File: config.mk
export PLATFORM = sky130hd
export DESIGN_NAME = framed_command_sample_link_flat
export DESIGN_NICKNAME = d
export VERILOG_FILES = /design/src/rtl/flc_pkg.sv /design/src/rtl/flc_channels_if.sv /design/src/rtl/flc_queue.sv /design/src/rtl/flc_front.sv /design/src/rtl/flc_back.sv /design/src/rtl/framed_command_sample_link.sv /design/src/flat_wrapper.sv
export VERILOG_INCLUDE_DIRS = /design/src /design/src/rtl
export SDC_FILE = /design/constraint.sdc
export NUM_CORES = 1
export LEC_CHECK = 0
export BUFFER_PORTS_ARGS = -buffer_cell sky130_fd_sc_hd__clkbuf_2
export CORE_MARGIN = 1
export CORE_UTILIZATION = 55
export CTS_BUF_LIST = sky130_fd_sc_hd__clkbuf_16
export CTS_CLUSTER_DIAMETER = 60
export DETAILED_ROUTE_END_ITERATION = 12
export GPL_TIMING_DRIVEN = 0
export PLACE_DENSITY = 0.79
export SETUP_SLACK_MARGIN = 0.15
export SYNTH_ARGS = -nofsm -noshare
export SYNTH_HDL_FRONTEND = slang
export SYNTH_SLANG_ARGS = --single-unit
File: constraint.sdc
create_clock -name clk -period 3.9 [get_ports clk]
set_input_delay 0 -clock clk [delete_from_list [all_inputs] [get_ports clk]]
set_output_delay 0 -clock clk [all_outputs]
set_load 0.05 [all_outputs]
File: src/rtl/framed_command_sample_link_macros.svh
// Assertion macros shared by the link RTL.
// Each macro expects signals named clk and rst_n in the scope where it is used.
`ifndef FRAMED_COMMAND_SAMPLE_LINK_MACROS_SVH
`define FRAMED_COMMAND_SAMPLE_LINK_MACROS_SVH

// Same-cycle implication.
`define FLC_ASSERT_NOW(label, ante, cons, msg) \
  label: assert property (@(posedge clk) disable iff (!rst_n) (ante) |-> (cons)) \
    else $error(msg);

// Next-cycle implication.
`define FLC_ASSERT_NEXT(label, ante, cons, msg) \
  label: assert property (@(posedge clk) disable iff (!rst_n) (ante) |=> (cons)) \
    else $error(msg);

`endif

File: src/rtl/flc_pkg.sv
`timescale 1ns / 1ps
// ----------------------------------------------------------------------------
// flc_pkg
// Types, constants and the frame byte builder for the command/sample link.
// ----------------------------------------------------------------------------
package flc_pkg;

  localparam logic [7:0] FLC_STX       = 8'h02;
  localparam logic [7:0] FLC_ETX       = 8'h03;
  localparam logic [7:0] FLC_CMD_START = 8'h06;
  localparam logic [7:0] FLC_CMD_STOP  = 8'h07;
  localparam logic [7:0] FLC_OUT_LEN   = 8'd9;
  localparam int unsigned FLC_WIN      = 6;
  localparam int unsigned FLC_QUEUE_DEPTH = 2;

  // Input beat kinds.
  localparam logic FLC_ACT_BYTE   = 1'b0;
  localparam logic FLC_ACT_SAMPLE = 1'b1;

  // Byte positions inside an outgoing frame.
  typedef enum logic [3:0] {
    POS_STX,
    POS_LEN,
    POS_CMD,
    POS_LO,
    POS_HI,
    POS_SUM_LO,
    POS_SUM_HI,
    POS_ETX0,
    POS_ETX1
  } flc_pos_t;

  // One sample frame waiting to be sent. The sum never exceeds 9+255+255+3.
  typedef struct packed {
    logic [7:0] cmd;
    logic [7:0] lo;
    logic [1:0] hi;
    logic [9:0] sum;
  } flc_job_t;

  // Job plus its valid flag, as it moves between front, queue and back.
  typedef struct packed {
    logic     valid;
    flc_job_t job;
  } flc_qbeat_t;

  function automatic logic [7:0] flc_frame_byte(input flc_job_t job, input flc_pos_t pos);
    logic [7:0] b;
    case (pos)
      POS_STX:    b = FLC_STX;
      POS_LEN:    b = FLC_OUT_LEN;
      POS_CMD:    b = job.cmd;
      POS_LO:     b = job.lo;
      POS_HI:     b = {6'b0, job.hi};
      POS_SUM_LO: b = job.sum[7:0];
      POS_SUM_HI: b = {6'b0, job.sum[9:8]};
      POS_ETX0:   b = FLC_ETX;
      POS_ETX1:   b = FLC_ETX;
      default:    b = FLC_ETX;
    endcase
    return b;
  endfunction

endpackage

File: src/rtl/flc_channels_if.sv
`timescale 1ns / 1ps
// ----------------------------------------------------------------------------
// flc_channels_if
// Valid/ready channels of the link: incoming beats and outgoing frame bytes.
// ----------------------------------------------------------------------------
interface flc_in_if;
  logic       valid;
  logic       ready;
  logic       action;
  logic [7:0] rx_byte;
  logic [9:0] sample;

  modport source (output valid, action, rx_byte, sample, input ready);
  modport sink   (input valid, action, rx_byte, sample, output ready);
endinterface

interface flc_out_if;
  logic       valid;
  logic       ready;
  logic [7:0] tx_byte;
  logic       frame_last;

  modport source (output valid, tx_byte, frame_last, input ready);
  modport sink   (input valid, tx_byte, frame_last, output ready);
endinterface

File: src/rtl/flc_queue.sv
`timescale 1ns / 1ps
// ----------------------------------------------------------------------------
// flc_queue
// Small register FIFO of pending sample frames between front and back.
// ----------------------------------------------------------------------------
module flc_queue #(
  parameter int unsigned Depth = flc_pkg::FLC_QUEUE_DEPTH
) (
  input  logic               clk,
  input  logic               rst_n,
  input  flc_pkg::flc_qbeat_t push,
  output logic               push_ready,
  input  logic               pop,
  output flc_pkg::flc_qbeat_t head
);
  import flc_pkg::*;
  `include "framed_command_sample_link_macros.svh"

  localparam int unsigned PtrW = $clog2(Depth);
  localparam int unsigned CntW = $clog2(Depth + 1);

  flc_job_t            mem [Depth];
  logic [PtrW-1:0]     wr_ptr_r, wr_ptr_nxt;
  logic [PtrW-1:0]     rd_ptr_r, rd_ptr_nxt;
  logic [CntW-1:0]     count_r, count_nxt;
  logic                do_push, do_pop;

  assign push_ready = (count_r != CntW'(Depth));
  assign do_push    = push.valid && push_ready;
  assign do_pop     = pop && (count_r != '0);

  assign head.valid = (count_r != '0);
  assign head.job   = mem[rd_ptr_r];

  always_comb begin
    wr_ptr_nxt = wr_ptr_r;
    rd_ptr_nxt = rd_ptr_r;
    count_nxt  = count_r;
    if (do_push) begin
      wr_ptr_nxt = (wr_ptr_r == PtrW'(Depth - 1)) ? '0 : wr_ptr_r + 1'b1;
    end
    if (do_pop) begin
      rd_ptr_nxt = (rd_ptr_r == PtrW'(Depth - 1)) ? '0 : rd_ptr_r + 1'b1;
    end
    if (do_push && !do_pop) begin
      count_nxt = count_r + 1'b1;
    end else if (!do_push && do_pop) begin
      count_nxt = count_r - 1'b1;
    end
  end

  always_ff @(posedge clk) begin
    if (!rst_n) begin
      wr_ptr_r <= '0;
      rd_ptr_r <= '0;
      count_r  <= '0;
    end else begin
      wr_ptr_r <= wr_ptr_nxt;
      rd_ptr_r <= rd_ptr_nxt;
      count_r  <= count_nxt;
    end
  end

  always_ff @(posedge clk) begin
    if (do_push) begin
      mem[wr_ptr_r] <= push.job;
    end
  end

  `FLC_ASSERT_NOW(a_count_bound, 1'b1, count_r <= CntW'(Depth), "queue count above depth")
  `FLC_ASSERT_NOW(a_no_push_full, push.valid, push_ready, "push offered to a full queue")
  `FLC_ASSERT_NOW(a_no_pop_empty, pop, head.valid, "pop from an empty queue")
  `FLC_ASSERT_NEXT(a_push_fills, do_push && !do_pop, count_r != '0, "push left queue empty")
endmodule

File: src/rtl/flc_front.sv
`timescale 1ns / 1ps
// ----------------------------------------------------------------------------
// flc_front
// Takes input beats, decodes command frames from the receive window and
// turns samples taken while running into queued frame jobs.
// ----------------------------------------------------------------------------
module flc_front (
  input  logic                clk,
  input  logic                rst_n,
  flc_in_if.sink              in_ch,
  output flc_pkg::flc_qbeat_t push,
  input  logic                push_ready
);
  import flc_pkg::*;

  logic [7:0] win_r   [FLC_WIN];
  logic [7:0] win_nxt [FLC_WIN];
  logic       running_r, running_nxt;
  logic [7:0] cmd_r, cmd_nxt;
  logic       accept;
  logic       frame_ok;

  assign in_ch.ready = push_ready;
  assign accept      = in_ch.valid && in_ch.ready;

  // Window as it reads once the incoming byte has shifted in, oldest first.
  always_comb begin
    for (int i = 0; i < FLC_WIN - 1; i++) begin
      win_nxt[i] = win_r[i + 1];
    end
    win_nxt[FLC_WIN - 1] = in_ch.rx_byte;
  end

  assign frame_ok = (win_nxt[0] == FLC_STX) && (win_nxt[4] == FLC_ETX) &&
                    (win_nxt[5] == FLC_ETX) &&
                    (win_nxt[3] == 8'(win_nxt[1] + win_nxt[2]));

  always_comb begin
    running_nxt = running_r;
    cmd_nxt     = cmd_r;
    if (accept && (in_ch.action == FLC_ACT_BYTE) && frame_ok) begin
      if (win_nxt[2] == FLC_CMD_START) begin
        running_nxt = 1'b1;
        cmd_nxt     = win_nxt[2];
      end else if (win_nxt[2] == FLC_CMD_STOP) begin
        running_nxt = 1'b0;
      end
    end
  end

  always_comb begin
    push.valid   = accept && (in_ch.action == FLC_ACT_SAMPLE) && running_r;
    push.job.cmd = cmd_r;
    push.job.lo  = in_ch.sample[7:0];
    push.job.hi  = in_ch.sample[9:8];
    push.job.sum = 10'(FLC_OUT_LEN) + {2'b0, cmd_r} + {2'b0, in_ch.sample[7:0]} +
                   {8'b0, in_ch.sample[9:8]};
  end

  always_ff @(posedge clk) begin
    if (!rst_n) begin
      for (int i = 0; i < FLC_WIN; i++) begin
        win_r[i] <= '0;
      end
      running_r <= 1'b0;
      cmd_r     <= '0;
    end else begin
      if (accept && (in_ch.action == FLC_ACT_BYTE)) begin
        for (int i = 0; i < FLC_WIN; i++) begin
          win_r[i] <= win_nxt[i];
        end
      end
      running_r <= running_nxt;
      cmd_r     <= cmd_nxt;
    end
  end
endmodule

File: src/rtl/flc_back.sv
`timescale 1ns / 1ps
// ----------------------------------------------------------------------------
// flc_back
// Pulls frame jobs from the queue and sends each one as nine bytes through
// a registered output stage.
// ----------------------------------------------------------------------------
module flc_back (
  input  logic                clk,
  input  logic                rst_n,
  input  flc_pkg::flc_qbeat_t head,
  output logic                pop,
  flc_out_if.source           out_ch
);
  import flc_pkg::*;
  `include "framed_command_sample_link_macros.svh"

  logic       busy_r, busy_nxt;
  flc_pos_t   pos_r, pos_nxt;
  flc_job_t   job_r, job_nxt;
  logic       out_valid_r, out_valid_nxt;
  logic [7:0] out_byte_r, out_byte_nxt;
  logic       out_last_r, out_last_nxt;
  logic       adv;

  // The output register can take a new byte when empty or being drained.
  assign adv = !out_valid_r || out_ch.ready;

  always_comb begin
    busy_nxt      = busy_r;
    pos_nxt       = pos_r;
    job_nxt       = job_r;
    out_valid_nxt = out_valid_r;
    out_byte_nxt  = out_byte_r;
    out_last_nxt  = out_last_r;
    pop           = 1'b0;
    if (adv) begin
      if (busy_r) begin
        out_valid_nxt = 1'b1;
        out_byte_nxt  = flc_frame_byte(job_r, pos_r);
        out_last_nxt  = (pos_r == POS_ETX1);
        if (pos_r == POS_ETX1) begin
          // Pick up the next job right away so frames run back to back.
          pop      = head.valid;
          busy_nxt = head.valid;
          job_nxt  = head.job;
          pos_nxt  = POS_STX;
        end else begin
          pos_nxt = flc_pos_t'(pos_r + 4'd1);
        end
      end else begin
        out_valid_nxt = 1'b0;
        pop           = head.valid;
        busy_nxt      = head.valid;
        job_nxt       = head.job;
        pos_nxt       = POS_STX;
      end
    end
  end

  always_ff @(posedge clk) begin
    if (!rst_n) begin
      busy_r      <= 1'b0;
      pos_r       <= POS_STX;
      out_valid_r <= 1'b0;
    end else begin
      busy_r      <= busy_nxt;
      pos_r       <= pos_nxt;
      out_valid_r <= out_valid_nxt;
    end
  end

  always_ff @(posedge clk) begin
    job_r      <= job_nxt;
    out_byte_r <= out_byte_nxt;
    out_last_r <= out_last_nxt;
  end

  assign out_ch.valid      = out_valid_r;
  assign out_ch.tx_byte    = out_byte_r;
  assign out_ch.frame_last = out_last_r;

  `FLC_ASSERT_NOW(a_last_is_etx, out_valid_r && out_last_r, out_byte_r == FLC_ETX,
    "frame end beat is not ETX")
  `FLC_ASSERT_NOW(a_pop_slot, pop, !busy_r || (adv && pos_r == POS_ETX1),
    "job taken while a frame is in progress")
  `FLC_ASSERT_NEXT(a_pop_starts, pop, busy_r && pos_r == POS_STX,
    "popped job did not start at STX")
  `FLC_ASSERT_NEXT(a_stx_after_last, adv && busy_r && pos_r == POS_ETX1 && head.valid,
    out_valid_r && out_last_r, "last beat not flagged")
endmodule

File: src/rtl/framed_command_sample_link.sv
`timescale 1ns / 1ps
// ----------------------------------------------------------------------------
// framed_command_sample_link
// Serial command receiver and converter sample framer.
// ----------------------------------------------------------------------------
// Input beats are taken one per cycle while the job queue has room: a
// received byte updates the six-byte command window (start/stop frames take
// effect for the next beat), and a sample taken while the link runs becomes
// one queued job. The sender sends each job as nine output beats, one per
// cycle while the output is ready, through a single output register, frames
// back to back; a sample passes the queue, the sender's job register and the
// output register. QUEUE_DEPTH (at least 2) sets how many samples may wait
// behind the frame in flight.
module framed_command_sample_link #(
  parameter int unsigned QUEUE_DEPTH = flc_pkg::FLC_QUEUE_DEPTH
) (
  input  logic clk,
  input  logic rst_n,
  flc_in_if.sink    in_ch,
  flc_out_if.source out_ch
);
  import flc_pkg::*;

  flc_qbeat_t q_push;
  flc_qbeat_t q_head;
  logic       q_push_ready;
  logic       q_pop;

  flc_front u_front (
    .clk        (clk),
    .rst_n      (rst_n),
    .in_ch      (in_ch),
    .push       (q_push),
    .push_ready (q_push_ready)
  );

  flc_queue #(
    .Depth (QUEUE_DEPTH)
  ) u_queue (
    .clk        (clk),
    .rst_n      (rst_n),
    .push       (q_push),
    .push_ready (q_push_ready),
    .pop        (q_pop),
    .head       (q_head)
  );

  flc_back u_back (
    .clk    (clk),
    .rst_n  (rst_n),
    .head   (q_head),
    .pop    (q_pop),
    .out_ch (out_ch)
  );
endmodule

File: src/flat_wrapper.sv
// flat-port wrapper written by rule: the top's interface ports become plain ports
module framed_command_sample_link_flat import flc_pkg::*;
#(
  parameter int unsigned QUEUE_DEPTH = flc_pkg::FLC_QUEUE_DEPTH
)
  (clk, rst_n, in_ch_valid, in_ch_action, in_ch_rx_byte, in_ch_sample, in_ch_ready, out_ch_valid, out_ch_tx_byte, out_ch_frame_last, out_ch_ready);
  flc_in_if in_ch_i ();
  flc_out_if out_ch_i ();
  input  logic clk;
  input  logic rst_n;
  input wire logic [$bits(in_ch_i.valid)-1:0] in_ch_valid;
  input wire logic [$bits(in_ch_i.action)-1:0] in_ch_action;
  input wire logic [$bits(in_ch_i.rx_byte)-1:0] in_ch_rx_byte;
  input wire logic [$bits(in_ch_i.sample)-1:0] in_ch_sample;
  output wire logic [$bits(in_ch_i.ready)-1:0] in_ch_ready;
  output wire logic [$bits(out_ch_i.valid)-1:0] out_ch_valid;
  output wire logic [$bits(out_ch_i.tx_byte)-1:0] out_ch_tx_byte;
  output wire logic [$bits(out_ch_i.frame_last)-1:0] out_ch_frame_last;
  input wire logic [$bits(out_ch_i.ready)-1:0] out_ch_ready;
  assign in_ch_i.valid = in_ch_valid;
  assign in_ch_i.action = in_ch_action;
  assign in_ch_i.rx_byte = in_ch_rx_byte;
  assign in_ch_i.sample = in_ch_sample;
  assign in_ch_ready = in_ch_i.ready;
  assign out_ch_valid = out_ch_i.valid;
  assign out_ch_tx_byte = out_ch_i.tx_byte;
  assign out_ch_frame_last = out_ch_i.frame_last;
  assign out_ch_i.ready = out_ch_ready;
  framed_command_sample_link #(.QUEUE_DEPTH(QUEUE_DEPTH)) u_core (.clk(clk), .rst_n(rst_n), .in_ch(in_ch_i), .out_ch(out_ch_i));
endmodule
### Word level (Yosys, flattened, before mapping)

Memory sizes are Yosys's and may differ from the RTL's. A register that Yosys moved wholly into a read port is not among the register bits.
Cells that the tools add are included.

* register bits after elaboration: 56
* memory bits (writable): 104
* input bits: 23
* output and inout bits: 11
* memories: 2

Memories
* u_core.u_queue.mem: words 2, bits a word 28, rd ports 1, clocked after memory_dff 1, wr ports 1, RTL line flc_queue.sv:22 `flc_job_t mem [Depth];`
* u_core.u_front.win_r: words 6, bits a word 8, rd ports 5, clocked after memory_dff 0, wr ports 6, RTL line flc_front.sv:16 `logic [7:0] win_r [FLC_WIN];`

* add/subtract/negate cells: 9
* equality and inequality tests: 15
* multiplexer cells: 31
* bitwise logic cells: 7
* reduce and logical (&&, ||, !) cells: 24

Operators by type and width (count)
* $mux W28: 2
* $pmux W8 S7: 1
* $mux W8: 6
* $eq A8 B2 Y1 const B: 3
* $mux W1: 18
* $eq A8 B3 Y1 const B: 2
* $eq A4 B3 Y1 const B: 3
* $logic_and A1 B1 Y1: 12
* $add A10 B2 Y10: 1
* $add A9 B8 Y10: 1
* $add A4 B8 Y9 const A: 1
* $add A8 B8 Y8: 1
* $eq A4 B2 Y1 const B: 2
* $eq A8 B8 Y1: 1
* $mux W4: 2
* $reduce_and A2 Y1: 4
* $or A1 B1 Y1: 6
* $reduce_bool A2 Y1: 3
* $add A4 B1 Y4 const B: 1
* $eq A4 B1 Y1 const B: 1
* $eq A4 B4 Y1 const B: 1
* $logic_not A4 Y1: 1
* $mux W2: 2
* $logic_not A1 Y1: 3
* other kinds (7): 8

### Logic depth before layout (Yosys ltp)

* depth after elaboration: 9
* depth in mapped cells: 11
* mapped depth without buffers: 11

### By module

Synthesis repeated with hierarchy kept, for this count alone.

* cells, all modules: 474
* area, all modules: 6827.8 um^2

By module, submodules not included
* flc_front: times used 1, cells an instance 252, area each 2869.0 um^2
* flc_queue: times used 1, cells an instance 111, area each 2259.7 um^2
* flc_back: times used 1, cells an instance 111, area each 1699.1 um^2

### Least setup slack after synthesis

OpenSTA, ideal clock, no wires.

* kind: flip-flop to flip-flop
* start: reg u_core.u_back.pos_r[0]
* end: reg u_core.u_queue.count_r[1]
* arrival time: 3582 ps
* path slack: 242 ps
* cell stages (with the launch flop): 9
* buffers on the path: 0
* clock period less this slack: 3658 ps
* cell sequence: dfxtp_1 inv_1 ha_1 nand3b_1 a21oi_1 o21ai_0 ha_1 or3_1 a21boi_0

* word-level cells in the longest chain between the ends: 8
* elaborated cells between the ends (all ways): 10

RTL lines
* start: declaration: RTL line flc_back.sv:18 `flc_pos_t pos_r, pos_nxt;`
* start signal: assignment: RTL line flc_back.sv:67 `pos_r <= pos_nxt;`
* $eq A4 B4 Y1 (*): RTL line flc_back.sv:41 `if (pos_r == POS_ETX1) begin`
* $mux W1 (*): RTL line flc_back.sv:41
* $mux W1 (*): RTL line flc_back.sv:37 `if (busy_r) begin`
* $mux W1 (*): RTL line flc_back.sv:36 `if (adv) begin`
* $logic_and A1 B1 Y1 (*): RTL line flc_queue.sv:30 `assign do_pop = pop && (count_r != '0);`
* $logic_not A1 Y1: RTL line flc_queue.sv:45 `if (do_push && !do_pop) begin`
* $logic_and A1 B1 Y1: RTL line flc_queue.sv:45
* $mux W2 or $reduce_bool A2 Y1 (tied branches)
* end signal: assignment: RTL line flc_queue.sv:60 `count_r <= count_nxt;`
* end: declaration: RTL line flc_queue.sv:25 `logic [CntW-1:0] count_r, count_nxt;`

Every way passes the cells marked *; elsewhere a longest branch is shown, timed or not.
A chain may end at the register's enable or synchronous reset.

### Final worst setup path

Same ends and word-level chain as after synthesis.

==> qor.log <==
INFO  global_routing grt_util_met1=25.1%
INFO  detailed_routing drcViolationCount=4
INFO  final_layout   areaGrowthSynthToFinish=17.8%
INFO  timing         max_freq=316MHz
INFO  synthesis      post_synth_inst_count=446
INFO  timing         finalCriticalPeriod=3.17ns
INFO  global_routing grt_first_pass_wirelength=19400µm
INFO  placed_design  finalWeightedCongestion=0.805
INFO  critical_path  timing.critical_path.cells=inv_1, ha_1, nand3b_1, a21oi_4, o21ai_0, ha_1, or3_1, a21boi_0
INFO  critical_path  cp.buffers_inverters=1
INFO  timing         timing_max_transition_violations_final=0
INFO  synthesis      ys.flop_type=edfxtp_1
INFO  critical_path  worstSetupPathType=flip-flop to flip-flop
INFO  die            initial_core_util=56.8%
INFO  placed_design  placement.cell_area=6920µm²
INFO  final_layout   seqCellArea=4390µm²
INFO  timing         fin_skew=0.00553ns
INFO  final_layout   antenna-diode-count=0
INFO  detailed_routing drt.antenna.violating_nets=0
INFO  critical_path  timing.critical_path.slowest_stage_cell=a21oi_4
INFO  timing         final_critical_path_setup_slack=0.733ns
INFO  synthesis      postSynthNetCount=499
INFO  detailed_routing viasPerCell=5.61
INFO  placed_design  dpl_worst_slack=0.721ns
INFO  detailed_routing routed_wl=11700µm
INFO  power          internal_power=0.00284W
INFO  status         run_status=finished, violations left
INFO  timing         final_period_utilization=81.2%
INFO  die            num_rows=39
INFO  die            core_area=11500µm²
INFO  power          seq_power_share=50.2%
INFO  power          peakVddDrop=445µV
INFO  clocking       cts-htree-levels=4
INFO  critical_path  top_cell_by_count_worst_path=ha_1
INFO  clocking       clock_sinks=153
INFO  power          power.combinational.fraction=5.0%
INFO  synthesis      synth_enable_flop_cells=133
INFO  synthesis      yosysSeqAreaShare=67.1%
INFO  status         violations=DRC
INFO  power          p_leak=2.92nW
INFO  global_routing use_met2=35.5%
INFO  die            die_area=12300µm²
INFO  timing         rsz0062_at_grt=no
INFO  detailed_routing drt_pre_antenna_iters=8
INFO  clocking       ctsRootBufferMaster=clkbuf_16
INFO  detailed_routing drt_iter0_drc=265
INFO  critical_path  critPathLaunchType=flip-flop
INFO  final_layout   multiInputGateArea=2070µm²
INFO  global_routing grt.met3_usage=6.45%
INFO  critical_path  critical_path_at=3.50ns
INFO  critical_path  worst-path-max-fanout=30
INFO  global_routing layer_carrying_the_most_global_route_usage=met2
INFO  clocking       clockBufferDepth=2
INFO  synthesis      avgSynthCellArea=14.7µm²
INFO  die            die-width=111µm
INFO  detailed_routing vias=3783
INFO  synthesis      yosysWarnings=0
INFO  timing         setup_viols_final=0
INFO  critical_path  data_required_time_at_the_worst_endpoint=4.24ns
INFO  final_layout   final_net_count=571
INFO  die            die_height=111µm
INFO  critical_path  critical-path-max-stage-delay=0.82ns
INFO  global_routing vias_in_the_first_global_route=4031
INFO  timing         final-hold-violation-count=0
INFO  final_layout   final_common_cell=edfxtp_1
INFO  power          switchingPower=0.000780W
INFO  placed_design  placement.io_buffers=33
INFO  synthesis      yosys_register_bits=153
INFO  final_layout   filler_cell_count=784
INFO  final_layout   drive_above_1_share=18.8%
INFO  power          clockPowerShare=44.8%
INFO  synthesis      ys_types=47
INFO  critical_path  crit_family=compound AO/OA/AOI/OAI gates
INFO  min_path       min-delay-path-class=input port to flip-flop
INFO  final_layout   fin_cells=674
INFO  placed_design  numPlacedInstances=622
INFO  synthesis      netlist_area=6550µm²
INFO  synthesis      async_flop_share=0%
INFO  clocking       cts_tree=built
INFO  global_routing antenna_found_initial=0
INFO  global_routing grt_start_max_net_pins=41
INFO  clocking       cts_resized=0
INFO  timing         tightestPinTransition=0.963ns
INFO  critical_path  timing.critical_path.to_type=flip-flop
INFO  die            design.portCount=34
INFO  global_routing track_usage=21.0%
INFO  timing         worst_slew_margin_rel=35.6%
INFO  timing         fin_setup_tns=0ns
INFO  clocking       tritoncts.num_buffers=17
INFO  placed_design  place.detailed.hpwl=7620µm
INFO  clocking       clkSlewWorstSetupHoldPaths=0.06ns
INFO  global_routing grt_overflow=0
INFO  final_layout   layout.cells.most_common_list=edfxtp_1, and2_1, clkbuf_2
INFO  clocking       worst_skew_pair.late_latency=0.42ns
INFO  job            cap_violations=0
INFO  power          switching_portion_of_total_power=21.6%
INFO  final_layout   final_area=7710µm²
INFO  power          powerDensity=469nW/µm²
INFO  detailed_routing drt-wirelength-per-cell=17.3µm
-- cell type report --
cell class | count | share of cell area (%)
clock buffer | 17 | 5.52
clock inverter | 15 | 2.13
sequential | 153 | 57.0
multi-input combinational | 263 | 26.8
inverter | 17 | 0.828
buffer | 13 | 0.633
timing repair buffer | 53 | 4.74
tap | 143 | 2.32
-- cell families after synthesis --
family,Yosys count,synth area share [%]
flops,153,67.1
simple gates,127,10.8
compound gates,52,5.96
buf+inv,30,1.72
fa+ha+maj,30,6.08
mux,28,4.82
xor+xnor,26,3.48
-- worst paths after layout --
| path | cells past startpoint | slack (ns) | endpoint | from |
|---|---|---|---|---|
| max | 8 | 0.73 | u_core.u_queue.count_r[1]$_SDFFE_PN0P_ | u_core.u_back.pos_r[0]$_SDFFE_PN0N_ |
| min reg2reg | 0 | 0.46 | u_core.u_queue.mem[1][23]$_DFFE_PP_ | u_core.u_front.cmd_r[3]$_SDFFE_PN0P_ |
| min | 5 | 0.22 | u_core.u_queue.wr_ptr_r$_SDFFE_PN0P_ | in_ch_valid |
| max reg2reg | 8 | 0.73 | u_core.u_queue.count_r[1]$_SDFFE_PN0P_ | u_core.u_back.pos_r[0]$_SDFFE_PN0N_ |
-- synth_stat cells, types with 3 or more instances --
library cell,number,share of area (%)
ha_1,27,5.2
a21o_1,3,0.34
nand3_1,9,0.69
o21ai_0,8,0.61
nand2_1,13,0.75
a22oi_1,6,0.69
mux2_2,28,4.8
inv_1,17,0.97
xor2_1,8,1.1
and2_1,45,4.3
and3_1,3,0.29
nor2_1,23,1.3
nand4_1,4,0.38
or3_1,3,0.29
nand2b_1,5,0.48
nor3_1,4,0.31
nor2b_1,4,0.38
edfxtp_1,133,61
fa_1,3,0.92
clkbuf_1,12,0.69
a21boi_0,3,0.34
nor4_1,5,0.48
o21a_1,8,0.92
a21oi_1,9,0.69
xnor2_1,18,2.4
dfxtp_1,20,6.1
-- power by group through the flow --
stage / Sequential [W] / Combinational (W) / Clock (W)
2_1_floorplan: 0.00185 / 0.000115 / 0
3_3_place_gp: 0.00185 / 0.000154 / 0
3_5_place_dp: 0.00185 / 0.000162 / 0
4_1_cts: 0.00182 / 0.000178 / 0.00164
5_1_grt: 0.00182 / 0.000197 / 0.00171
6_report: 0.00182 / 0.000179 / 0.00162
-- layer usage --
metal | up-vias | routed length [µm] | share of wire, %
met5 | - | 0 | 0
met4 | 0 | 225 | 1.9
met3 | 18 | 667 | 5.7
met2 | 119 | 5820 | 50
met1 | 1846 | 4970 | 43
li1 | 1800 | - | -
-- worst min-delay path, delay by kind of cell --
family | cells | cell delay (ns)
buffers and inverters | 2 | 0.18
AO/OA/AOI/OAI | 1 | 0.10
AND/OR/NAND/NOR | 2 | 0.32
-- through the flow --
step                      power (W)  util, %  hold WS, ns
final                       0.00362     66.9        0.225
after floorplan             0.00196        -       0.0989
after detailed placement    0.00201     60.1        0.215
after CTS                   0.00364     66.9        0.223
after global placement      0.00201     59.8        0.213
after global routing        0.00372     66.9        0.337
-- registers in the layout, indices dropped and copies added, names as in the netlist, named ones only --
name	cells
u_core.u_queue.count_r	2
u_core.u_front.win_r	40
u_core.u_queue.rd_ptr_r	1
u_core.u_back.pos_r	4
u_core.u_back.busy_r	1
u_core.u_back.out_ch.frame_last	1
u_core.u_front.running_r	1
u_core.u_back.out_ch.valid	1
u_core.u_queue.mem	56
u_core.u_front.cmd_r	8
u_core.u_queue.wr_ptr_r	1
u_core.u_back.job_r	28
u_core.u_back.out_ch.tx_byte	8
-- what timing repair did --
item                      4_1_cts  5_1_grt
setup buffers                   0        0
hold endpoints to repair       42        0
hold buffers                   20        0
(Power assumes the default switching activity.)
